`config.mk`:
```
export PLATFORM = sky130hd
export DESIGN_NAME = keypad_door_access_controller_unit_flat
export DESIGN_NICKNAME = d
export VERILOG_FILES = /design/src/hw/rtl/kdac_pkg.sv /design/src/hw/rtl/kdac_item_if.sv /design/src/hw/rtl/kdac_result_if.sv /design/src/hw/rtl/kdac_lamp_decode.sv /design/src/hw/rtl/keypad_door_access_controller_unit.sv /design/src/flat_wrapper.sv
export SDC_FILE = /design/constraint.sdc
export NUM_CORES = 1
export LEC_CHECK = 0
export BUFFER_PORTS_ARGS = -buffer_cell sky130_fd_sc_hd__buf_2
export CAP_MARGIN = 20
export CORE_MARGIN = 2
export CORE_UTILIZATION = 55
export CTS_BUF_LIST = sky130_fd_sc_hd__clkbuf_4
export DETAILED_ROUTE_END_ITERATION = 10
export PLACE_DENSITY = 0.83
export SLEW_MARGIN = 20
export SYNTH_ARGS = -nofsm -noshare
export SYNTH_HDL_FRONTEND = slang
export SYNTH_HIERARCHICAL = 1
export SYNTH_SLANG_ARGS = --single-unit
```
`constraint.sdc`:
```
create_clock -name clk -period 3.52 [get_ports clk]
set_input_delay 0.176 -clock clk [delete_from_list [all_inputs] [get_ports clk]]
set_output_delay 0.176 -clock clk [all_outputs]
set_load 0.01 [all_outputs]
```
`src/hw/rtl/kdac_pkg.sv`:
```
// Package for the keypad door access controller.
// Holds mode, event and key codes, register indexes and reset values, and the lamp struct.
// No dependencies; compile first.
`timescale 1ns / 1ps

package kdac_pkg;

  typedef enum logic [6:0] {
    MODE_NORMAL   = 7'b0000001,
    MODE_REQUEST  = 7'b0000010,
    MODE_LOCK     = 7'b0000100,
    MODE_UNLOCK   = 7'b0001000,
    MODE_EMG_WAIT = 7'b0010000,
    MODE_EMG_OPEN = 7'b0100000,
    MODE_NO_INIT  = 7'b1000000
  } mode_t;

  localparam logic [2:0] MODE_CODE_NORMAL   = 3'd0;
  localparam logic [2:0] MODE_CODE_REQUEST  = 3'd1;
  localparam logic [2:0] MODE_CODE_LOCK     = 3'd2;
  localparam logic [2:0] MODE_CODE_UNLOCK   = 3'd3;
  localparam logic [2:0] MODE_CODE_EMG_WAIT = 3'd4;
  localparam logic [2:0] MODE_CODE_EMG_OPEN = 3'd5;
  localparam logic [2:0] MODE_CODE_NO_INIT  = 3'd6;

  localparam logic [1:0] FUNC_TICK   = 2'd0;
  localparam logic [1:0] FUNC_KEY    = 2'd1;
  localparam logic [1:0] FUNC_UNLOCK = 2'd2;
  localparam logic [1:0] FUNC_LOCK   = 2'd3;

  localparam logic [3:0] KEY_DIGIT_MAX = 4'd9;
  localparam logic [3:0] KEY_STAR      = 4'd10;
  localparam logic [3:0] KEY_HASH      = 4'd11;

  localparam int CFG_INDEX_W = 3;
  localparam int CFG_DATA_W  = 16;
  localparam int SECS_W      = 6;
  localparam int HUND_OUT_W  = 7;

  localparam logic [CFG_INDEX_W-1:0] CFG_ACCESS_CODE    = 3'd0;
  localparam logic [CFG_INDEX_W-1:0] CFG_CODE_ARMED     = 3'd1;
  localparam logic [CFG_INDEX_W-1:0] CFG_STRICT_MODE    = 3'd2;
  localparam logic [CFG_INDEX_W-1:0] CFG_REQUEST_SECS   = 3'd3;
  localparam logic [CFG_INDEX_W-1:0] CFG_LOCK_SECS      = 3'd4;
  localparam logic [CFG_INDEX_W-1:0] CFG_UNLOCK_SECS    = 3'd5;
  localparam logic [CFG_INDEX_W-1:0] CFG_EMG_WAIT_SECS  = 3'd6;
  localparam logic [CFG_INDEX_W-1:0] CFG_EMG_OPEN_SECS  = 3'd7;

  localparam logic [SECS_W-1:0] RST_REQUEST_SECS  = 6'd3;
  localparam logic [SECS_W-1:0] RST_LOCK_SECS     = 6'd15;
  localparam logic [SECS_W-1:0] RST_UNLOCK_SECS   = 6'd5;
  localparam logic [SECS_W-1:0] RST_EMG_WAIT_SECS = 6'd30;
  localparam logic [SECS_W-1:0] RST_EMG_OPEN_SECS = 6'd15;

  localparam logic [3:0] RST_DIGIT = 4'd1;
  localparam int BUZZ_LIMIT = 50;

  typedef struct packed {
    logic open;
    logic fail;
    logic allow;
    logic denied;
    logic locked;
    logic unlocked;
    logic buzz;
  } lamps_t;

endpackage

```
`src/hw/rtl/kdac_item_if.sv`:
```
// Input channel of the keypad door access controller: one event per beat.
// Uses no package.
`timescale 1ns / 1ps

interface kdac_item_if;
  logic       valid;
  logic       ready;
  logic [1:0] func;
  logic [3:0] key_code;

  modport source (output valid, output func, output key_code, input ready);
  modport sink (input valid, input func, input key_code, output ready);
endinterface

```
`src/hw/rtl/kdac_result_if.sv`:
```
// Result channel of the keypad door access controller: mode, lamps and countdown per beat.
// Uses no package.
`timescale 1ns / 1ps

interface kdac_result_if;
  logic       valid;
  logic       ready;
  logic [2:0] mode;
  logic       lamp_open;
  logic       lamp_fail;
  logic       lamp_allow;
  logic       lamp_denied;
  logic       lamp_locked;
  logic       lamp_unlocked;
  logic       buzz;
  logic [5:0] seconds_left;
  logic [6:0] hundredths_left;

  modport source (
    output valid, output mode, output lamp_open, output lamp_fail, output lamp_allow,
    output lamp_denied, output lamp_locked, output lamp_unlocked, output buzz,
    output seconds_left, output hundredths_left, input ready
  );
  modport sink (
    input valid, input mode, input lamp_open, input lamp_fail, input lamp_allow,
    input lamp_denied, input lamp_locked, input lamp_unlocked, input buzz,
    input seconds_left, input hundredths_left, output ready
  );
endinterface

```
`src/hw/rtl/kdac_lamp_decode.sv`:
```
// Lamp, buzzer and mode code decode for the keypad door access controller.
// Depends on kdac_pkg.
`timescale 1ns / 1ps

module kdac_lamp_decode import kdac_pkg::*; (
  input  mode_t        mode,
  input  logic         below_half,
  input  logic         phase,
  output logic [2:0]   mode_code,
  output lamps_t       lamps
);

  always_comb begin
    lamps = '0;
    mode_code = MODE_CODE_NO_INIT;
    unique case (mode)
      MODE_NORMAL: begin
        mode_code = MODE_CODE_NORMAL;
        lamps.locked = 1'b1;
      end
      MODE_REQUEST: begin
        mode_code = MODE_CODE_REQUEST;
        lamps.locked = 1'b1;
        lamps.buzz = below_half;
      end
      MODE_LOCK: begin
        mode_code = MODE_CODE_LOCK;
        lamps.denied = 1'b1;
        lamps.locked = 1'b1;
      end
      MODE_UNLOCK: begin
        mode_code = MODE_CODE_UNLOCK;
        lamps.open = 1'b1;
        lamps.allow = 1'b1;
        lamps.unlocked = 1'b1;
      end
      MODE_EMG_WAIT: begin
        mode_code = MODE_CODE_EMG_WAIT;
        lamps.buzz = phase;
        lamps.open = phase;
        lamps.allow = phase;
        lamps.locked = 1'b1;
      end
      MODE_EMG_OPEN: begin
        mode_code = MODE_CODE_EMG_OPEN;
        lamps.open = 1'b1;
        lamps.fail = 1'b1;
        lamps.allow = 1'b1;
        lamps.unlocked = 1'b1;
      end
      default: begin
        mode_code = MODE_CODE_NO_INIT;
        lamps.open = 1'b1;
        lamps.unlocked = 1'b1;
      end
    endcase
  end

endmodule

```
`src/hw/rtl/keypad_door_access_controller_unit.sv`:
```
// Top level of the keypad door access controller.
// Depends on kdac_pkg, kdac_item_if, kdac_result_if and kdac_lamp_decode.
`timescale 1ns / 1ps

// The block takes one event beat per clock cycle (tick, keypad key, unlock or lock
// button) while its results are taken, and returns exactly one result beat for it,
// registered in the cycle after the event is accepted. The whole update of mode,
// countdown and code entry is one pass of logic between the state registers and the
// result register, so the sustained rate is one beat per cycle; an event is taken
// while the previous result still waits, as long as that result is taken in the same
// cycle. The hundredths count is kept next to a decimal tens and units copy so that the
// emergency wait blink needs no divider. Write configuration registers through the
// plain write port only while no beat is in flight; the block does not enforce this.
module keypad_door_access_controller_unit import kdac_pkg::*; #(
  parameter int CODE_LENGTH      = 4,
  parameter int TICKS_PER_SECOND = 100
) (
  input  logic                   clk,
  input  logic                   rst,
  input  logic                   cfg_wr_en,
  input  logic [CFG_INDEX_W-1:0] cfg_index,
  input  logic [CFG_DATA_W-1:0]  cfg_data,
  kdac_item_if.sink              item,
  kdac_result_if.source          result
);

  localparam int HW         = $clog2(TICKS_PER_SECOND);
  localparam int PW         = $clog2(CODE_LENGTH + 1);
  localparam int CW         = 4 * CODE_LENGTH;
  localparam int TENS_MAX   = (TICKS_PER_SECOND - 1) / 10;
  localparam int TW         = (TENS_MAX > 0) ? $clog2(TENS_MAX + 1) : 1;
  localparam logic [HW-1:0] HUND_RELOAD  = HW'(TICKS_PER_SECOND - 1);
  localparam logic [TW-1:0] TENS_RELOAD  = TW'(TENS_MAX);
  localparam logic [3:0]    UNITS_RELOAD = 4'((TICKS_PER_SECOND - 1) % 10);

  logic [CFG_DATA_W-1:0] access_code;
  logic                  code_armed;
  logic                  strict_mode;
  logic [SECS_W-1:0]     request_secs;
  logic [SECS_W-1:0]     lock_secs;
  logic [SECS_W-1:0]     unlock_secs;
  logic [SECS_W-1:0]     emg_wait_secs;
  logic [SECS_W-1:0]     emg_open_secs;

  mode_t             mode;
  mode_t             mode_next;
  mode_t             mode_evt;
  logic [SECS_W-1:0] secs;
  logic [SECS_W-1:0] secs_next;
  logic [SECS_W-1:0] secs_evt;
  logic [HW-1:0]     hund;
  logic [HW-1:0]     hund_next;
  logic [TW-1:0]     tens;
  logic [TW-1:0]     tens_next;
  logic [3:0]        units;
  logic [3:0]        units_next;
  logic [3:0]        digits [CODE_LENGTH];
  logic [3:0]        digits_next [CODE_LENGTH];
  logic [PW-1:0]     pos;
  logic [PW-1:0]     pos_next;

  logic [CW+15:0]    code_wide;
  logic [CW-1:0]     code_ext;
  logic              code_match;
  logic [PW:0]       pos_inc;
  logic              expired;
  logic [HW+6:0]     hund_wide;
  logic              below_half;
  logic [2:0]        mode_code;
  lamps_t            lamps;
  logic              accept;

  logic                  res_valid;
  logic [2:0]            res_mode;
  lamps_t                res_lamps;
  logic [SECS_W-1:0]     res_secs;
  logic [HUND_OUT_W-1:0] res_hund;

  assign accept     = item.valid && item.ready;
  assign item.ready = !res_valid || result.ready;

  assign code_wide = {{CW{1'b0}}, access_code};
  assign code_ext  = code_wide[CW-1:0];
  assign pos_inc   = {1'b0, pos} + (PW+1)'(1);

  always_comb begin
    code_match = 1'b1;
    for (int i = 0; i < CODE_LENGTH; i++) begin
      if (digits[i] != code_ext[4*(CODE_LENGTH-1-i) +: 4]) begin
        code_match = 1'b0;
      end
    end
  end

  always_comb begin
    mode_evt    = mode;
    secs_evt    = secs;
    hund_next   = hund;
    tens_next   = tens;
    units_next  = units;
    pos_next    = pos;
    digits_next = digits;
    unique case (item.func)
      FUNC_TICK: begin
        if (hund == '0 && secs != '0) begin
          secs_evt   = secs - SECS_W'(1);
          hund_next  = HUND_RELOAD;
          tens_next  = TENS_RELOAD;
          units_next = UNITS_RELOAD;
        end else if (hund != '0) begin
          hund_next = hund - HW'(1);
          if (units == 4'd0) begin
            units_next = 4'd9;
            tens_next  = tens - TW'(1);
          end else begin
            units_next = units - 4'd1;
          end
        end
      end
      FUNC_KEY: begin
        if (mode == MODE_NORMAL) begin
          priority if (item.key_code <= KEY_DIGIT_MAX) begin
            for (int i = 0; i < CODE_LENGTH; i++) begin
              if ({1'b0, pos} == (PW+1)'(i)) begin
                digits_next[i] = item.key_code;
              end
            end
            if (pos_inc == (PW+1)'(CODE_LENGTH + 1)) begin
              pos_next = '0;
            end else begin
              pos_next = pos_inc[PW-1:0];
            end
          end else if (item.key_code == KEY_STAR) begin
            pos_next = '0;
          end else if (item.key_code == KEY_HASH && !strict_mode) begin
            pos_next = '0;
            if (pos == PW'(CODE_LENGTH)) begin
              if (code_match) begin
                mode_evt = MODE_EMG_WAIT;
                secs_evt = emg_wait_secs;
              end
            end else begin
              mode_evt = MODE_REQUEST;
              secs_evt = request_secs;
            end
          end else begin
            pos_next = pos;
          end
        end
      end
      FUNC_UNLOCK: begin
        mode_evt = MODE_UNLOCK;
        secs_evt = unlock_secs;
      end
      FUNC_LOCK: begin
        mode_evt = MODE_LOCK;
        secs_evt = lock_secs;
      end
    endcase

    expired   = (secs_evt == '0) && (hund_next == '0);
    mode_next = mode_evt;
    secs_next = secs_evt;
    unique case (mode_evt)
      MODE_NORMAL: begin
        if (!code_armed) begin
          mode_next = MODE_NO_INIT;
        end
      end
      MODE_REQUEST, MODE_LOCK, MODE_UNLOCK, MODE_EMG_OPEN: begin
        if (expired) begin
          mode_next = MODE_NORMAL;
        end
      end
      MODE_EMG_WAIT: begin
        if (expired) begin
          mode_next = MODE_EMG_OPEN;
          secs_next = emg_open_secs;
        end
      end
      default: begin
        mode_next = code_armed ? MODE_NORMAL : MODE_NO_INIT;
      end
    endcase
  end

  assign hund_wide  = {7'b0, hund_next};
  assign below_half = hund_wide < (HW+7)'(BUZZ_LIMIT);

  kdac_lamp_decode u_lamp_decode (
    .mode       (mode_next),
    .below_half (below_half),
    .phase      (tens_next[0]),
    .mode_code  (mode_code),
    .lamps      (lamps)
  );

  always_ff @(posedge clk) begin
    if (rst) begin
      access_code   <= '0;
      code_armed    <= 1'b0;
      strict_mode   <= 1'b0;
      request_secs  <= RST_REQUEST_SECS;
      lock_secs     <= RST_LOCK_SECS;
      unlock_secs   <= RST_UNLOCK_SECS;
      emg_wait_secs <= RST_EMG_WAIT_SECS;
      emg_open_secs <= RST_EMG_OPEN_SECS;
    end else if (cfg_wr_en) begin
      unique case (cfg_index)
        CFG_ACCESS_CODE:   access_code   <= cfg_data;
        CFG_CODE_ARMED:    code_armed    <= cfg_data[0];
        CFG_STRICT_MODE:   strict_mode   <= cfg_data[0];
        CFG_REQUEST_SECS:  request_secs  <= cfg_data[SECS_W-1:0];
        CFG_LOCK_SECS:     lock_secs     <= cfg_data[SECS_W-1:0];
        CFG_UNLOCK_SECS:   unlock_secs   <= cfg_data[SECS_W-1:0];
        CFG_EMG_WAIT_SECS: emg_wait_secs <= cfg_data[SECS_W-1:0];
        CFG_EMG_OPEN_SECS: emg_open_secs <= cfg_data[SECS_W-1:0];
        default: ;
      endcase
    end
  end

  always_ff @(posedge clk) begin
    if (rst) begin
      mode  <= MODE_NORMAL;
      secs  <= '0;
      hund  <= '0;
      tens  <= '0;
      units <= '0;
      pos   <= '0;
      for (int i = 0; i < CODE_LENGTH; i++) begin
        digits[i] <= RST_DIGIT;
      end
    end else if (accept) begin
      mode   <= mode_next;
      secs   <= secs_next;
      hund   <= hund_next;
      tens   <= tens_next;
      units  <= units_next;
      pos    <= pos_next;
      digits <= digits_next;
    end
  end

  always_ff @(posedge clk) begin
    if (rst) begin
      res_valid <= 1'b0;
    end else if (accept) begin
      res_valid <= 1'b1;
    end else if (result.ready) begin
      res_valid <= 1'b0;
    end
  end

  always_ff @(posedge clk) begin
    if (accept) begin
      res_mode  <= mode_code;
      res_lamps <= lamps;
      res_secs  <= secs_next;
      res_hund  <= hund_wide[HUND_OUT_W-1:0];
    end
  end

  assign result.valid           = res_valid;
  assign result.mode            = res_mode;
  assign result.lamp_open       = res_lamps.open;
  assign result.lamp_fail       = res_lamps.fail;
  assign result.lamp_allow      = res_lamps.allow;
  assign result.lamp_denied     = res_lamps.denied;
  assign result.lamp_locked     = res_lamps.locked;
  assign result.lamp_unlocked   = res_lamps.unlocked;
  assign result.buzz            = res_lamps.buzz;
  assign result.seconds_left    = res_secs;
  assign result.hundredths_left = res_hund;

endmodule

```
`src/flat_wrapper.sv`:
```
// flat-port wrapper written by rule: the top's interface ports become plain ports
module keypad_door_access_controller_unit_flat import kdac_pkg::*;
#(
  parameter int CODE_LENGTH      = 4,
  parameter int TICKS_PER_SECOND = 100
)
  (clk, rst, cfg_wr_en, cfg_index, cfg_data, item_valid, item_func, item_key_code, item_ready, result_valid, result_mode, result_lamp_open, result_lamp_fail, result_lamp_allow, result_lamp_denied, result_lamp_locked, result_lamp_unlocked, result_buzz, result_seconds_left, result_hundredths_left, result_ready);
  kdac_item_if item_i ();
  kdac_result_if result_i ();
  input  logic clk;
  input  logic rst;
  input  logic cfg_wr_en;
  input  logic [CFG_INDEX_W-1:0] cfg_index;
  input  logic [CFG_DATA_W-1:0] cfg_data;
  input wire logic [$bits(item_i.valid)-1:0] item_valid;
  input wire logic [$bits(item_i.func)-1:0] item_func;
  input wire logic [$bits(item_i.key_code)-1:0] item_key_code;
  output wire logic [$bits(item_i.ready)-1:0] item_ready;
  output wire logic [$bits(result_i.valid)-1:0] result_valid;
  output wire logic [$bits(result_i.mode)-1:0] result_mode;
  output wire logic [$bits(result_i.lamp_open)-1:0] result_lamp_open;
  output wire logic [$bits(result_i.lamp_fail)-1:0] result_lamp_fail;
  output wire logic [$bits(result_i.lamp_allow)-1:0] result_lamp_allow;
  output wire logic [$bits(result_i.lamp_denied)-1:0] result_lamp_denied;
  output wire logic [$bits(result_i.lamp_locked)-1:0] result_lamp_locked;
  output wire logic [$bits(result_i.lamp_unlocked)-1:0] result_lamp_unlocked;
  output wire logic [$bits(result_i.buzz)-1:0] result_buzz;
  output wire logic [$bits(result_i.seconds_left)-1:0] result_seconds_left;
  output wire logic [$bits(result_i.hundredths_left)-1:0] result_hundredths_left;
  input wire logic [$bits(result_i.ready)-1:0] result_ready;
  assign item_i.valid = item_valid;
  assign item_i.func = item_func;
  assign item_i.key_code = item_key_code;
  assign item_ready = item_i.ready;
  assign result_valid = result_i.valid;
  assign result_mode = result_i.mode;
  assign result_lamp_open = result_i.lamp_open;
  assign result_lamp_fail = result_i.lamp_fail;
  assign result_lamp_allow = result_i.lamp_allow;
  assign result_lamp_denied = result_i.lamp_denied;
  assign result_lamp_locked = result_i.lamp_locked;
  assign result_lamp_unlocked = result_i.lamp_unlocked;
  assign result_buzz = result_i.buzz;
  assign result_seconds_left = result_i.seconds_left;
  assign result_hundredths_left = result_i.hundredths_left;
  assign result_i.ready = result_ready;
  keypad_door_access_controller_unit #(.CODE_LENGTH(CODE_LENGTH), .TICKS_PER_SECOND(TICKS_PER_SECOND)) u_core (.clk(clk), .rst(rst), .cfg_wr_en(cfg_wr_en), .cfg_index(cfg_index), .cfg_data(cfg_data), .item(item_i), .result(result_i));
endmodule
```
-- Word level (Yosys, flattened, before mapping)
Index checks and enable logic that the tools add are counted.
- register bits after elaboration: 119
- order comparisons: 2
- $add $sub $neg: 5
- equality and inequality tests: 34
- muxes and demuxes: 50
- reductions and logical operators: 39
- operators with widths (kind ; number):
    7-bit two-way mux ; 13
    6-bit two-way mux ; 9
    7-bit case mux with 3 select lines ; 2
    4-bit two-way mux ; 6
    6-bit case mux with 4 select lines ; 1
    7-bit by 1-bit == test with 1-bit output (second input constant) ; 3
    5-bit AND reduction ; 4
    3-bit case mux with 6 select lines ; 1
    4-bit != test ; 4
    2-bit AND reduction ; 8
    3-bit == test (second input constant) ; 5
    7-bit by 2-bit == test with 1-bit output (second input constant) ; 2
    7-bit by 3-bit == test with 1-bit output (second input constant) ; 2
    7-bit by 4-bit == test with 1-bit output (second input constant) ; 2
    7-bit by 5-bit == test with 1-bit output (second input constant) ; 2
    7-bit by 6-bit == test with 1-bit output (second input constant) ; 2
    7-bit zero test ; 2
    3-bit by 2-bit == test with 1-bit output (second input constant) ; 4
    3-bit two-way mux ; 4
    1-bit two-way mux ; 11
    4-bit == test (second input constant) ; 2
    4-bit AND reduction ; 2
    4-bit OR reduction ; 2
    4-bit by 1-bit subtractor with 4-bit output (second input constant) ; 2
    other kinds (24) ; 35

-- Longest topological paths before layout
Gate-level depths: netlist of the first run.
- word-level depth: 19
- depth in mapped cells: 16

-- Cells and area by module
Netlist of the first run, hierarchy kept.
- modules (own cells, without submodules) (module ; cells an instance ; area each (um^2) ; seq. area each (um^2) ; instances):
    keypad_door_access_controller_unit ; 665 ; 5873.1 ; 2552.4 ; 1
    kdac_lamp_decode ; 36 ; 270.3 ; 0.0 ; 1

-- Worst setup path after synthesis of the first run
No wires, ideal clock.
- path kind: register to register
- from: register u_core.hund[0]
- to: register u_core.res_mode[1], in the netlist u_core/result.mode[1] (data pin)
- clock period less this slack: 3.797 ns
- stages on the path, launching flop included: 14
- setup time: 0.265 ns
- data arrival time: 3.532 ns
- path buffers: 0
- slack: -0.277 ns
- required time: 3.255 ns
- path through: dfxtp_1 inv_1 ha_1 or3b_1 o41ai_4 mux2i_2 or3_1 nor3_2 nor3b_2 nand2_1 a22oi_1 or4b_1 o21ai_1 o211ai_2
- word-level cells in the longest chain between the ends: 10
- RTL lines (item ; RTL line ; RTL):
    from (decl) ; keypad_door_access_controller_unit.sv:51 ; logic [HW-1:0] hund;
    from (signal assigned) ; keypad_door_access_controller_unit.sv:237 ; hund <= hund_next;
    7-bit by 1-bit subtractor with 7-bit output (tied with other cells) ; keypad_door_access_controller_unit.sv:111 ; hund_next = hund - HW'(1);
    7-bit two-way mux or 1-bit logical AND (tied branches) ; keypad_door_access_controller_unit.sv:110, keypad_door_access_controller_unit.sv:105 ;
    7-bit two-way mux ; keypad_door_access_controller_unit.sv:105 ; if (hund == '0 && secs != '0) begin
    7-bit two-way mux * ; keypad_door_access_controller_unit.sv:103 ; unique case (item.func)
    via u_core.hund_next[0] ; keypad_door_access_controller_unit.sv:52 ; logic [HW-1:0] hund_next;
    7-bit zero test * ; keypad_door_access_controller_unit.sv:161 ; expired = (secs_evt == '0) && (hund_next == '0);
    1-bit logical AND * ; keypad_door_access_controller_unit.sv:161 ;
    7-bit two-way mux, on equally long branches ; keypad_door_access_controller_unit.sv:176, keypad_door_access_controller_unit.sv:171 ;
    7-bit case mux with 3 select lines * ; keypad_door_access_controller_unit.sv:164 ; unique case (mode_evt)
    via u_core.mode_next[5] ; keypad_door_access_controller_unit.sv:46 ; mode_t mode_next;
    7-bit by 6-bit == test with 1-bit output (tied with other cells) ; kdac_lamp_decode.sv:16 ; unique case (mode)
    3-bit case mux with 6 select lines * ; kdac_lamp_decode.sv:16 ;
    via u_core.mode_code[1] ; keypad_door_access_controller_unit.sv:69 ; logic [2:0] mode_code;
    to (signal assigned) ; keypad_door_access_controller_unit.sv:257 ; res_mode <= mode_code;
    to (decl) ; keypad_door_access_controller_unit.sv:74 ; logic [2:0] res_mode;
The timed path passes the listed nets; every way through them passes the cells marked *.
A chain may end at the register's enable or synchronous reset.

==> results of run 1 <==
==> cells in the final DEF (no fill, tap or decap), drive strengths merged, types with 8 or more instances in the layout <==
cell type / n
dfxtp: 93
edfxtp: 23
nor3: 27
a31oi: 11
o21ai: 18
or3: 10
a211o: 17
mux2i: 27
clkinv: 8
xnor2: 22
dlygate4sd3: 19
clkbuf: 21
inv: 18
nand4: 8
nor2: 77
nor2b: 18
nand2b: 10
ha: 12
buf: 166
a21oi: 55
nor4: 11
nand3: 10
nand2: 97
==> final timing paths <==
check / end / startpoint
setup reg to reg: u_core/result.lamp_allow / u_core/hund[1]
hold reg to reg: u_core/access_code[11] / u_core/access_code[11]
setup / recovery: u_core/result.lamp_allow / u_core/hund[1]
hold / removal: u_core/digits[11] / item_key_code[3]
==> worst max-delay path: cells and delay by family (launching register included) <==
kind	cells	cell delay (ns)
AOI/OAI and AO/OA	3	0.35
xor gates and xnor gates	1	0.24
adders and majority gates	1	0.14
buffers and inverters	3	0.32
DFF	1	0.34
and+or+nand+nor	7	2.14
==> synthesized netlist by cell type, types with 3 or more instances <==
library cell	count	share of area, %
o22ai_1	5	0.51
o31a_1	3	0.43
clkbuf_1	23	1.4
a211oi_1	5	0.61
a31oi_1	11	1.1
nor4_1	9	0.92
o21a_1	7	0.86
a41oi_1	4	0.57
or2_2	3	0.31
nand2b_1	10	1.0
nor2_1	75	4.6
and2_1	5	0.51
inv_1	18	1.1
nor2b_1	18	1.8
mux2_2	3	0.55
nor3b_1	4	0.49
a21o_1	6	0.73
or3_1	9	0.92
buf_6	6	1.1
mux2i_1	26	4.2
dfxtp_1	93	30
o21ai_0	15	1.2
edfxtp_1	23	11
and3_1	7	0.71
o21ai_1	3	0.24
nand2_1	97	5.9
ha_1	12	2.4
nand3_1	10	0.81
a21oi_1	55	4.5
a211o_1	16	2.3
nand4_1	8	0.81
xnor2_1	22	3.1
nor3_1	24	2.0
nand3b_1	6	0.73
==> through the flow <==
stage	power, mW	util (%)	instances
after floorplan	1.839	-	701
after global placement	2.075	66.15	961
after detailed placement	2.096	66.15	961
after CTS	3.145	71.95	1017
after global routing	3.368	74.16	1024
final	3.229	74.16	1024
==> logic make-up after synthesis <==
kind of cell / count (synthesis)
AOI/OAI and AO/OA: 155
and+or+nand+nor: 312
buffers and inverters: 52
xor gates and xnor gates: 24
muxes: 30
adders and majority gates: 12
DFF: 116
==> routing by layer <==
layer	part of all wire, %	up-vias
met3	6.4	55
met2	51	302
met1	40	2896
met5	0	-
met4	2.9	0
li1	-	2840
==> timing repair <==
action	in CTS	in global routing
hold buffers	19	0
resized for setup	20	33
pin swaps	13	16
buffers inserted	5	8
endpoints found under the hold margin	49	0
setup endpoints to repair	10	10
==> power groups by stage <==
stage | logic, mW | clock network, mW | registers (mW)
4_1_cts | 0.669 | 1.03 | 1.44
5_1_grt | 0.814 | 1.10 | 1.45
3_5_place_dp | 0.623 | 0 | 1.47
6_report | 0.760 | 1.02 | 1.44
3_3_place_gp | 0.605 | 0 | 1.47
2_1_floorplan | 0.349 | 0 | 1.49
==> cell type report <==
cell class,instances,area share (%)
timing repair buffer,185,16.35
sequential,116,31.64
inverter,18,0.8368
tap,140,2.170
clock buffer,21,1.953
clock inverter,11,1.674
multi-input combinational,533,45.37
==> state kept, by name (all words and copies together) (netlist names), 4 cells and up <==
signal / cells
u_core/access_code: 16
u_core/digits: 16
u_core/emg_open_secs: 6
u_core/emg_wait_secs: 6
u_core/hund: 7
u_core/lock_secs: 6
u_core/mode: 7
u_core/request_secs: 6
u_core/result.hundredths_left: 7
u_core/result.seconds_left: 6
u_core/secs: 6
u_core/units: 4
u_core/unlock_secs: 6
==> results.md, run 1 <==
Power:
- The power per cell area is 399.9 nW/um^2.
- The switching power share of the total is 29.28%.
- The switching component of the power is 0.9454 mW.
- Summed over all cells, the static leakage comes to 3.247 nW.
- The maximum VDD drop is 0.2885 mV.
- The portion of total power attributed to the clock network is 31.7%.
- Internal power comes to 2.283 mW.
- Per report_power, the sequential group accounts for 44.8% of the total.
- Combinational logic burns 23.5% of the power.

Routing:
- The count of nets left with antenna violations after detail routing is 0.
- In the routed layout, each cell is associated on average with a via count of 5.950.
- The post-detailed-route DRC marker count is 0.
- The mean routed wirelength per cell is 17.67 microns.
- The total wire length is 18090 microns.
- The number of DRC violations after detailed-routing iteration 0 is 474.
- The routed via count is 6093.
- The pre-antenna-repair detailed-routing pass consisted of 5 iterations.

Floorplanning:
- The area of the die is 12030 sq um.
- For this design the top-level I/O count stands at 55.
- The initialized floorplan defines 38 standard-cell rows.
- The die is 109.7 microns wide.
- The core region is 10890 sq um.
- The initial core utilization is 56.42%.
- The vertical die dimension is 109.7 microns.

Critical path:
- The endpoint type of the worst setup path is a register.
- STA puts the critical path data required time at 3.92 ns.
- By startpoint and endpoint, the worst setup path is classified as register to register.
- STA classifies the critical path startpoint as a register.
- The number of cells on the worst reg-to-reg path is 15.
- Along the worst path, the maximum fanout reaches 4.
- Walking the worst path, the cells encountered are inv_2, ha_4, buf_6, nor3b_4, buf_6, o211ai_1, nor4_2, xnor2_1, a221oi_4, nor4_4, nand2_4, and3_4, or3_4, or4_1, o21ai_1.
- Among the stages of the critical path, the cell type that occurs most often is buf_6.
- The largest incremental delay on the critical path is 0.48 ns.
- In this run the register-to-register setup slack is -0.15 ns.
- The endpoint arrival time on the critical path is 4.07 ns.
- The slowest library cell on the worst path is or4_1.

Min path:
- In this run the worst hold path is classified as input pin to register.
- Counting instances, the worst hold path has a depth of 3.

GRT:
- The pin count of the biggest net entering global routing is 53.
- The number of global-route vias before repair is 5918.
- The most crowded layer after global routing is met2.
- The met2 track demand over resource in global routing is 53.79%.
- The met1 usage in global routing is 37.00%.
- The aggregate global routing overflow is 0.
- The number of antenna violations at the first check in global routing is 0.
- Global routing consumed, on the met3 layer, 5.631% of the routing resources.
- The overall fraction of global-route tracks in use is 30.66%.
- The first global-routing pass estimated 28480 microns of wire.

Logic synthesis:
- Counting every net in the synthesized netlist gives 743.
- The synthesized netlist devotes 2.444% of its cell area to adder and majority cells.
- The simple-gate area share of the yosys netlist is 26.21%.
- For this run, the register share of the synthesized area comes to 41.55%.
- In this run, synthesis inferred 23 flip-flops with an integrated enable.
- The number of warnings printed during yosys synthesis is 6.
- The netlist uses 78 different library cells.
- Summing the areas of all xor and xnor instances in the mapped netlist gives 3.422% of the synthesized area.
- The number of flip-flops and latches in the synthesized netlist is 116.
- The area of the mapped netlist is 6143 sq um.
- Summing the areas of all compound-gate instances in the mapped netlist gives 17.33% of the synthesized area.
- For this run, asynchronously set or reset flops after synthesis account for 0%.
- The multiplexer area fraction after synthesis is 5.010%.
- The largest family of logic cells by synthesized area is simple AND/OR/NAND/NOR gates.
- Counting every instance in the synthesized netlist gives 701.
- The commonest register cell after synthesis is dfxtp_1.
- A synthesized cell averages 8.764 sq um.

STA:
- For the pin with the worst max-slew slack, the measured transition is 1.023 ns.
- The worst hold margin is 0.04125 ns.
- In this run the tightest slew margin relative to its limit is 31.77%.
- Adding up every negative setup slack in the final design gives -0.6855 ns.
- The clock period minus final worst setup slack is 3.671 ns.
- The clock arrives with 0.01626 ns of skew.
- The number of hold violations in the final report was 0.
- The upper clock frequency limit is 272.4 MHz.
- The slack of the critical path is -0.1507 ns.
- Setup repair after global routing could not meet its margin everywhere.
- The final critical path takes up 104.3% of the cycle.
- The final count of pins violating max slew came to 0.
- Setup violations remaining at the end of the flow were counted as 7.

Final layout:
- The area taken by flip-flops and latches is 2555 sq um.
- The total non-filler cell area in the finished layout is 8074 sq um.
- The area growth from synthesis to layout is 31.43%.
- The number of antenna diodes in the final layout is 0.
- The final-stage net count is 913.
- The area taken by multi-input logic gates is 3664 sq um.
- Cells with a size suffix above 1 make up 29.98% of the layout.
- The number of fillers in the final layout is 774.

Clocking:
- After clock tree synthesis, the clock-pin slew on the worst setup and hold paths is 0.11 ns.
- The CTS root buffer is clkbuf_4.
- The number of clock buffers inserted by TritonCTS is 17.
- The clock passes through at most 2 buffers.
- The clock tree synthesis step divided the H-tree into 4 levels.
- The number of sinks driven by the clock tree is 116.
- The clock tree from TritonCTS is built.
- At the later pin of the worst-skew pair, clock insertion delay measures 0.55 ns.

Status:
- The run finished, with violations left.
- The final reports fail on setup timing.

Placed design:
- Routability-driven placement finished with a final weighted congestion of 0.9926.
- After legalization and detailed placement, the total HPWL measured 12330 microns.
- The total of buffers placed on input and output ports is 54.
- The placed instances occupy a cell area of 7202 sq um.
- The pre-CTS setup slack is -0.3683 ns.

Job:
- The tool flagged a number of max-cap violations equal to 0.
Note: power is estimated with default switching activity, not from simulation.
==> run 2: changes to the inputs <==
--- a/config.mk
+++ b/config.mk
@@ -5,13 +5,14 @@
 export SDC_FILE = /design/constraint.sdc
 export NUM_CORES = 1
 export LEC_CHECK = 0
+export ABC_AREA = 1
 export BUFFER_PORTS_ARGS = -buffer_cell sky130_fd_sc_hd__buf_2
 export CAP_MARGIN = 20
 export CORE_MARGIN = 2
 export CORE_UTILIZATION = 55
 export CTS_BUF_LIST = sky130_fd_sc_hd__clkbuf_4
 export DETAILED_ROUTE_END_ITERATION = 10
-export PLACE_DENSITY = 0.83
+export PLACE_DENSITY = 0.82
 export SLEW_MARGIN = 20
 export SYNTH_ARGS = -nofsm -noshare
 export SYNTH_HDL_FRONTEND = slang
==> results.md, run 2 <==
Clocking:
- The number of sinks driven by the clock tree is 116 (unchanged).
- TritonCTS built the clock tree.
- The number of clock buffers inserted by TritonCTS came to 17 (unchanged).
- The clock-pin transition on the worst setup and hold timing paths is 0.10 ns (about the same).
- The total setup buffers inserted after CTS was 0 (-5).
- The CTS root buffer is clkbuf_4.
- The clock latency reported for the late side of the worst-skew pair is 0.53 ns (-0.02 ns).
- The number of buffers on the longest clock path is 2 (unchanged).
- The depth of the CTS H-tree is 4 (unchanged).

Critical path:
- The endpoint arrival time on the critical path is 3.44 ns (-0.63 ns).
- For this design, the slowest cell found on the critical path is dfxtp_1.
- The signal on the critical path passes through inv_1, ha_1, nand4_1, clkinv_1, nor2_4, inv_2, nor2_2, nand2_1, xor2_1, nand2_1, nand2_1, nand2_1, nor2_4, nand2_4, nand2_1, nand2_1, nand3_1, inv_1, nand2_1, nor2_1, nand2_1, nand2_1, inv_1, o21ai_0.
- Among the stages of the critical path, the cell type that occurs most often is nand2_1.
- The endpoint required time on the critical path is 3.79 ns (-0.13 ns).
- STA classifies the critical path endpoint as a register.
- The largest incremental delay on the critical path is 0.41 ns (-0.07 ns).
- The top fanout value on the critical path was 7 (+3).
- The sort of element at the start of the critical path is a register.
- The critical path start-end classification is register to register.

Logic synthesis:
- The top cell type's share of synthesized area is 30.15% (-0.15 points).
- The number of flip-flops and latches in the synthesized netlist is 116 (unchanged).
- The average size of a mapped cell was 7.089 sq um (-19%).
- The area of the mapped netlist is 6175 sq um (+0.51%).
- The number of enable-type register cells in the synthesized netlist is 23 (unchanged).
- The number of warnings printed during yosys synthesis is 6 (unchanged).
- The share of flip-flops with an asynchronous set or reset is 0% (unchanged).
- The library cell with the highest instance count after synthesis is nand2_1.
- By count the netlist is led by nand2_1, inv_1, nor2_1.
- The fraction of the yosys area taken by sequential cells is 41.34% (-0.21 points).
- The total nets after synthesis is 913 (+23%).
- The count of cell types in the netlist is 39 (-50%).
- The instance count of the mapped netlist is 871 (+24%).
- Of all cell types, the one taking the most synthesized area is dfxtp_1.
- Among all flip-flop cells after synthesis, the most frequent one is dfxtp_1.
- Sorting the synthesized cells by area gives the leading types as dfxtp_1, edfxtp_1, nand2_1, inv_1, nor2_1.

Placed design:
- The area of placed instances is 6575 sq um (-8.7%).
- The half-perimeter wire length of the detailed placement result came to 9932 microns (-19%).
- The total of buffers placed on input and output ports was 54 (unchanged).
- The final weighted congestion in routability-driven placement is 0.9429 (-5.0%).

Power:
- The maximum VDD drop came to 0.2734 mV (-5.3%).
- The power share of the combinational group came to 18.9% (-4.6 points).
- The portion of total power attributed to the clock network is 29.9% (-1.8 points).
- The switching component of the power is 0.8543 mW (-9.6%).
- The leakage power came to 3.343 nW (+3.0%).
- The switching power share of the total is 29.80% (+0.52 points).
- The internal power summed over all cells is 2.012 mW (-12%).
- The power per cell area is 405.7 nW/um^2 (+1.4%).
- The part of the total power dissipated in sequential elements is 51.3% (+6.5 points).

Min path:
- The path class of the tightest hold or removal check is input pin to register.

Routing:
- The detail-routed via count per cell is 5.175 (-13%).
- The number of DRC violations after detailed-routing iteration 0 came to 408 (-14%).
- The mean routed wirelength per cell is 12.62 microns (-29%).
- The routed via count came to 5723 (-6.1%).
- The count of nets left with antenna violations after detail routing is 0 (unchanged).
- The total wire length is 13960 microns (-23%).
- The iteration count of the initial detailed-routing pass was 5 (unchanged).
- The post-detailed-route DRC marker count is 0 (unchanged).

GRT:
- The overall fraction of global-route tracks in use is 25.43% (-5.2 points).
- The number of global-route vias before repair came to 5222 (-12%).
- The pin count of the biggest net entering global routing came to 57 (+7.5%).
- The aggregate global routing overflow was 0 (unchanged).
- The number of antenna violations at the first check in global routing is 0 (unchanged).
- The global-route wire length before repair was 23920 microns (-16%).

Final layout:
- The library cells used most frequently in the layout, excluding fill and tap cells, are nand2_1, inv_1, nor2_1, dfxtp_1, o21ai_0.
- The share of cells above drive strength 1 is 14.91% (-15 points).
- The final-stage net count is 995 (+9.0%).
- The area growth from synthesis to layout is 14.45%.
- The total non-filler cell area in the finished layout is 7067 sq um (-12%).
- In the final layout, the registers with the most flip-flops are u_core/access_code (16), u_core/digits (16).
- The count of antenna diodes in the layout came to 0 (unchanged).
- The library cell used most frequently in the layout, excluding fill and tap cells, is nand2_1.
- The final core utilization is 64.90% (-9.3 points).

Floorplanning:
- The area of the die was 12090 sq um (+0.49%).
- The count of boundary I/O pins is 55 (unchanged).
- The vertical die dimension is 110.0 microns (+0.25%).
- The cell row count is 38 (unchanged).
- The initial core utilization is 56.71% (+0.29 points).
- The horizontal die dimension is 110.0 microns (+0.25%).
- The placeable core area is 10890 sq um (unchanged).

STA:
- The final-layout setup total negative slack was 0 ns (+0.6855 ns).
- The tightest slew margin relative to the limit is 47.64% (+16 points).
- Setup repair after global routing left no endpoint under its margin.
- The final count of pins violating max slew came to 0 (unchanged).
- The clock skew after layout was 0.01843 ns (+0.002165 ns).
- The ratio of final minimum period to clock period is 89.85% (-14 points).
- The clock period minus final worst setup slack is 3.163 ns (-0.5078 ns).
- The number of hold violations in the final report was 0 (unchanged).
- The final number of setup-violating endpoints is 0 (-7).
- The upper clock frequency limit is 316.2 MHz (+16%).
- The actual transition at the worst max-transition pin is 0.7845 ns (-0.2389 ns).

Job:
- The max-capacitance violation count is 0 (unchanged).

Status:
- The run finished with clean final reports.
-- run 2: changes by cell type after synthesis, sizes merged, moves of 11 or more --
cell,previous run,this run
nor2b,18,0
inv,18,152
nand2,97,194
nand3,10,62
xnor2,22,0
a211o,17,0
nor3,27,4
o21ai,18,74
a211oi,5,16
nor2,77,124
mux2i,27,0
-- run 2: final cells by class --
type / count / area, sq um
repair buffers: 83 / 550.5
flip-flops and latches: 116 / 2552
clock inverters: 8 / 61.31
clock buffers: 24 / 180.2
well taps: 140 / 175.2
inverters: 154 / 581.8
fillers: 945 / 3821
multi-input cells: 581 / 2965
-- run 2: timing repair --
item                                    4_1_cts  5_1_grt
gates resized for setup                       0        1
endpoints found under the setup margin        0        3
hold endpoints to repair                     51        0
hold buffers                                 25        0
-- run 2: metrics by stage --
stage               power [mW]  hold WS, ns  setup WS [ns]  cells
detailed placement       2.014       0.4285         0.4081   1049
global route             3.031       0.1269       0.003290   1106
CTS                      2.884      0.04555         0.3851   1106
floorplan                1.865       0.3021         0.7958    871
global placement         2.003       0.4143         0.5004   1049
finish                   2.867      0.08977         0.3572   1106
-- run 2: worst paths after layout --
kind / startpoint / endpoint / slack [ns] / cells after the start
min reg2reg: u_core/unlock_secs[2] / u_core/unlock_secs[2] / 0.47 / 2
max: u_core/secs[0] / u_core/result.mode[1] / 0.36 / 24
max reg2reg: u_core/secs[0] / u_core/result.mode[1] / 0.36 / 24
min: cfg_index[1] / u_core/strict_mode / 0.09 / 4
-- run 2: worst max-delay path, delay by kind of cell, from the launching register on --
kind            cells  cell delay (ns)
compound gates      1             0.07
xor+xnor            1             0.14
fa+ha+maj           1             0.21
buf+inv             5             0.46
flops               1             0.41
simple gates       16             1.61
-- run 2: power by group through the flow --
stage | Combinational, mW | Clock [mW] | Sequential [mW]
floorplan | 0.360 | 0 | 1.50
finish | 0.541 | 0.856 | 1.47
detailed placement | 0.515 | 0 | 1.50
global route | 0.614 | 0.938 | 1.48
CTS | 0.536 | 0.879 | 1.47
global placement | 0.505 | 0 | 1.50
-- run 2: metal layers --
| metal | track usage, % | part of all wire, % | vias up |
|---|---|---|---|
| li1 | - | - | 2964 |
| met5 | 0 | 0 | - |
| met3 | 5.572 | 5.7 | 29 |
| met2 | 39.40 | 45 | 165 |
| met1 | 34.38 | 47 | 2565 |
| met4 | 10.22 | 2.3 | 0 |
-- run 2: kinds of logic (layout without fill, tap and decap cells) --
kind of cell	after synthesis	count (layout)	share of synthesized area [%]
DFF	116	116	41.34
adders and majority gates	12	12	2.432
buffers and inverters	174	269	10.64
AOI/OAI and AO/OA	162	162	14.77
xor gates and xnor gates	8	8	1.135
and+or+nand+nor	399	399	29.69
==> run 3: changes to the inputs <==
--- a/config.mk
+++ b/config.mk
@@ -13,6 +13,7 @@
 export CTS_BUF_LIST = sky130_fd_sc_hd__clkbuf_4
 export DETAILED_ROUTE_END_ITERATION = 10
 export PLACE_DENSITY = 0.82
+export RECOVER_POWER = 100
 export SLEW_MARGIN = 20
 export SYNTH_ARGS = -nofsm -noshare
 export SYNTH_HDL_FRONTEND = slang
==> results.md, run 3 (synthesized netlist as in run 2, its figures left out) <==
Power:
- The power share of the combinational group came to 18.5% (-0.4 points).
- The portion of total power attributed to the clock network came to 30.0% (about the same).
- The power per cell area was 408.9 nW/um^2 (+0.80%).
- The part of the total power dissipated in sequential elements is 51.5% (+0.2 points).
- The internal power summed over all cells is 2.002 mW (-0.54%).
- The switching component of the power is 0.8527 mW (-0.18%).
- The maximum VDD drop is 0.2743 mV (+0.33%).
- The leakage power is 3.227 nW (-3.5%).
- The switching power share of the total is 29.87% (+0.074 points).

Critical path:
- The cell that appears most often on the critical path is nand2_1.
- The endpoint arrival time on the critical path is 3.44 ns (about the same).
- STA classifies the critical path endpoint as a register.
- STA classifies the critical path startpoint as a register.
- The cell depth of the worst flop-to-flop path was 21 (-13%).
- Traced cell by cell, the critical path runs through inv_1, ha_1, nand4_1, clkinv_1, nor2_4, inv_2, nor2_2, nand2_1, xor2_1, nand2_1, nand2_1, and2_0, nand3_1, nand3_1, nand2_1, inv_1, nand2_1, nor2_1, nand2_1, nand2_1, o21ai_1.
- The sum of buffers and inverters on the critical path was 4 (-1).
- The endpoint required time on the critical path was 3.80 ns (about the same).
- In this run the critical register-to-register path is launched from u_core/secs[0].
- The top fanout value on the critical path is 7 (unchanged).
- The critical path in this run is classified as register to register.
- The slowest library cell on the worst path is dfxtp_1.
- The endpoint identified for the worst register-to-register timing path is u_core/result.mode[2].
- The internal reg-to-reg setup slack is 0.36 ns (about the same).
- The largest incremental delay on the critical path is 0.42 ns (about the same).
- Broken down by cell family, the worst path's largest delay share belongs to simple AND/OR/NAND/NOR gates.

Min path:
- The path with the worst hold slack has its endpoint at u_core/strict_mode.
- The startpoint identified for the worst hold timing path is cfg_index[1].
- The number of instances on the worst hold path came to 4 (unchanged).
- The worst hold path belongs to the class input pin to register.

GRT:
- The aggregate global routing overflow is 0 (unchanged).
- The number of antenna violations at the first check in global routing is 0 (unchanged).
- The overall fraction of global-route tracks in use was 25.43% (unchanged).
- The number of global-route vias before repair is 5222 (unchanged).
- The global-route wire length before repair is 23920 microns (unchanged).
- The pin count of the biggest net entering global routing is 57 (unchanged).

Status:
- The checks that failed: capacitance limit, slew limit.
- The run finished, with violations left.

Final layout:
- The most frequent standard cell in the layout excluding fill and tap cells is nand2_1.
- The share of cells above drive strength 1 is 11.18% (-3.7 points).
- The final core utilization is 64.11% (-0.79 points).
- The final-stage net count was 995 (unchanged).
- The count of antenna diodes in the layout is 0 (unchanged).
- In the layout the commonest cells are nand2_1, inv_1, nor2_1, dfxtp_1, o21ai_0.
- The area growth from synthesis to layout is 13.05%.
- The largest registers in the layout are u_core/access_code (16), u_core/digits (16).

STA:
- The final number of setup-violating endpoints came to 0 (unchanged).
- The clock period minus final worst setup slack is 3.160 ns (-0.003106 ns).
- The tightest slew margin relative to the limit is -23.52% (-71 points).
- The upper clock frequency limit came to 316.5 MHz (about the same).
- The clock skew after layout is 0.01980 ns (+0.001372 ns).
- Setup repair after global routing left no endpoint under its margin.
- The actual transition at the worst max-transition pin was 1.853 ns (+1.068 ns).
- The worst hold margin came to 0.09036 ns (+0.0005913 ns).
- The final count of pins violating max slew is 35 (+35).
- The number of hold violations in the final report is 0 (unchanged).
- The final-layout setup total negative slack is 0 ns (unchanged).
- The ratio of final minimum period to clock period was 89.77% (about the same).

Routing:
- The count of nets left with antenna violations after detail routing is 0 (unchanged).
- The number of DRC violations after detailed-routing iteration 0 came to 399 (-2.2%).
- The routed via count is 5717 (-0.10%).
- The mean routed wirelength per cell is 12.71 microns (+0.69%).
- The post-detailed-route DRC marker count is 0 (unchanged).
- The iteration count of the initial detailed-routing pass came to 6 (+1).
- The total wire length is 14060 microns (+0.69%).
- The detail-routed via count per cell is 5.169 (-0.10%).

Floorplanning:
- The count of boundary I/O pins came to 55 (unchanged).
- The area of the die is 12090 sq um (unchanged).
- The cell row count came to 38 (unchanged).
- The initial core utilization is 56.71% (unchanged).
- The vertical die dimension is 110.0 microns (unchanged).
- The horizontal die dimension is 110.0 microns (unchanged).
- The placeable core area is 10890 sq um (unchanged).

Clocking:
- The clock-pin transition on the worst setup and hold timing paths is 0.11 ns (about the same).
- TritonCTS built the clock tree.
- The number of buffers on the longest clock path was 2 (unchanged).
- The depth of the CTS H-tree is 4 (unchanged).
- The number of sinks driven by the clock tree was 116 (unchanged).
- The number of clock buffers inserted by TritonCTS is 17 (unchanged).
- The clock latency reported for the late side of the worst-skew pair is 0.53 ns (about the same).
- The CTS root buffer is clkbuf_4.

Placed design:
- The final weighted congestion in routability-driven placement is 0.9429 (unchanged).
- The half-perimeter wire length of the detailed placement result is 9932 microns (unchanged).
- The total of buffers placed on input and output ports is 54 (unchanged).

Job:
- The max-capacitance violation count came to 1 (+1).
[run 3: layout make-up]
class	count	area, sq um
clock buffer	24	180.2
clock inverter	8	61.31
fill	976	3908
inverter	154	581.8
multi-input combinational	581	2925
sequential	116	2552
tap	140	175.2
timing repair buffer	83	504.2
[run 3: stage by stage]
step | std cells | total power [mW] | instance area (sq um) | setup slack, ns
6_report | 1106 | 2.854 | 6980 | 0.3603
5_1_grt | 1106 | 3.017 | 6980 | 0.01447
4_1_cts | 1106 | 2.884 | 7067 | 0.3851
3_5_place_dp | 1049 | 2.014 | 6575 | 0.4081
3_3_place_gp | 1049 | 2.003 | 6575 | 0.5004
2_1_floorplan | 871 | 1.865 | 6175 | 0.7958
[run 3: repair_timing]
item	in CTS	in global routing
endpoints found under the hold margin	51	0
hold buffers	25	0
setup endpoints to repair	0	3
gates resized for setup	0	1
setup buffers	0	0
[run 3: worst max-delay path by stage]
stage / from / to / slack [ns] / cells after the start
CTS: u_core/pos[0] / u_core/result.mode[2] / 0.39 / 21
global route: u_core/pos[0] / u_core/result.lamp_open / 0.01 / 21
floorplan: u_core/secs[0] / u_core/result.lamp_allow / 0.80 / 23
finish: u_core/secs[0] / u_core/result.mode[2] / 0.36 / 21
global placement: u_core/pos[0] / u_core/result.mode[1] / 0.50 / 24
detailed placement: u_core/pos[0] / u_core/result.mode[2] / 0.41 / 21
[run 3: layer usage]
metal / vias up / GRT usage (%) / wire, microns
met3: 28 / 5.572 / 790
met1: 2569 / 34.38 / 6680
met5: - / 0 / 0
met2: 158 / 39.40 / 6268
li1: 2962 / - / -
met4: 0 / 10.22 / 320
[run 3: worst min-delay path: stages]
cell,delay (ns)
buf_2,0.12
nand2_1,0.08
o21ai_0,0.09
a21oi_1,0.11
[run 3: power groups by stage]
stage	clock network, mW	logic (mW)	registers [mW]
finish	0.857	0.527	1.47
global route	0.938	0.599	1.48
CTS	0.879	0.536	1.47
detailed placement	0	0.515	1.50
global placement	0	0.505	1.50
floorplan	0	0.360	1.50
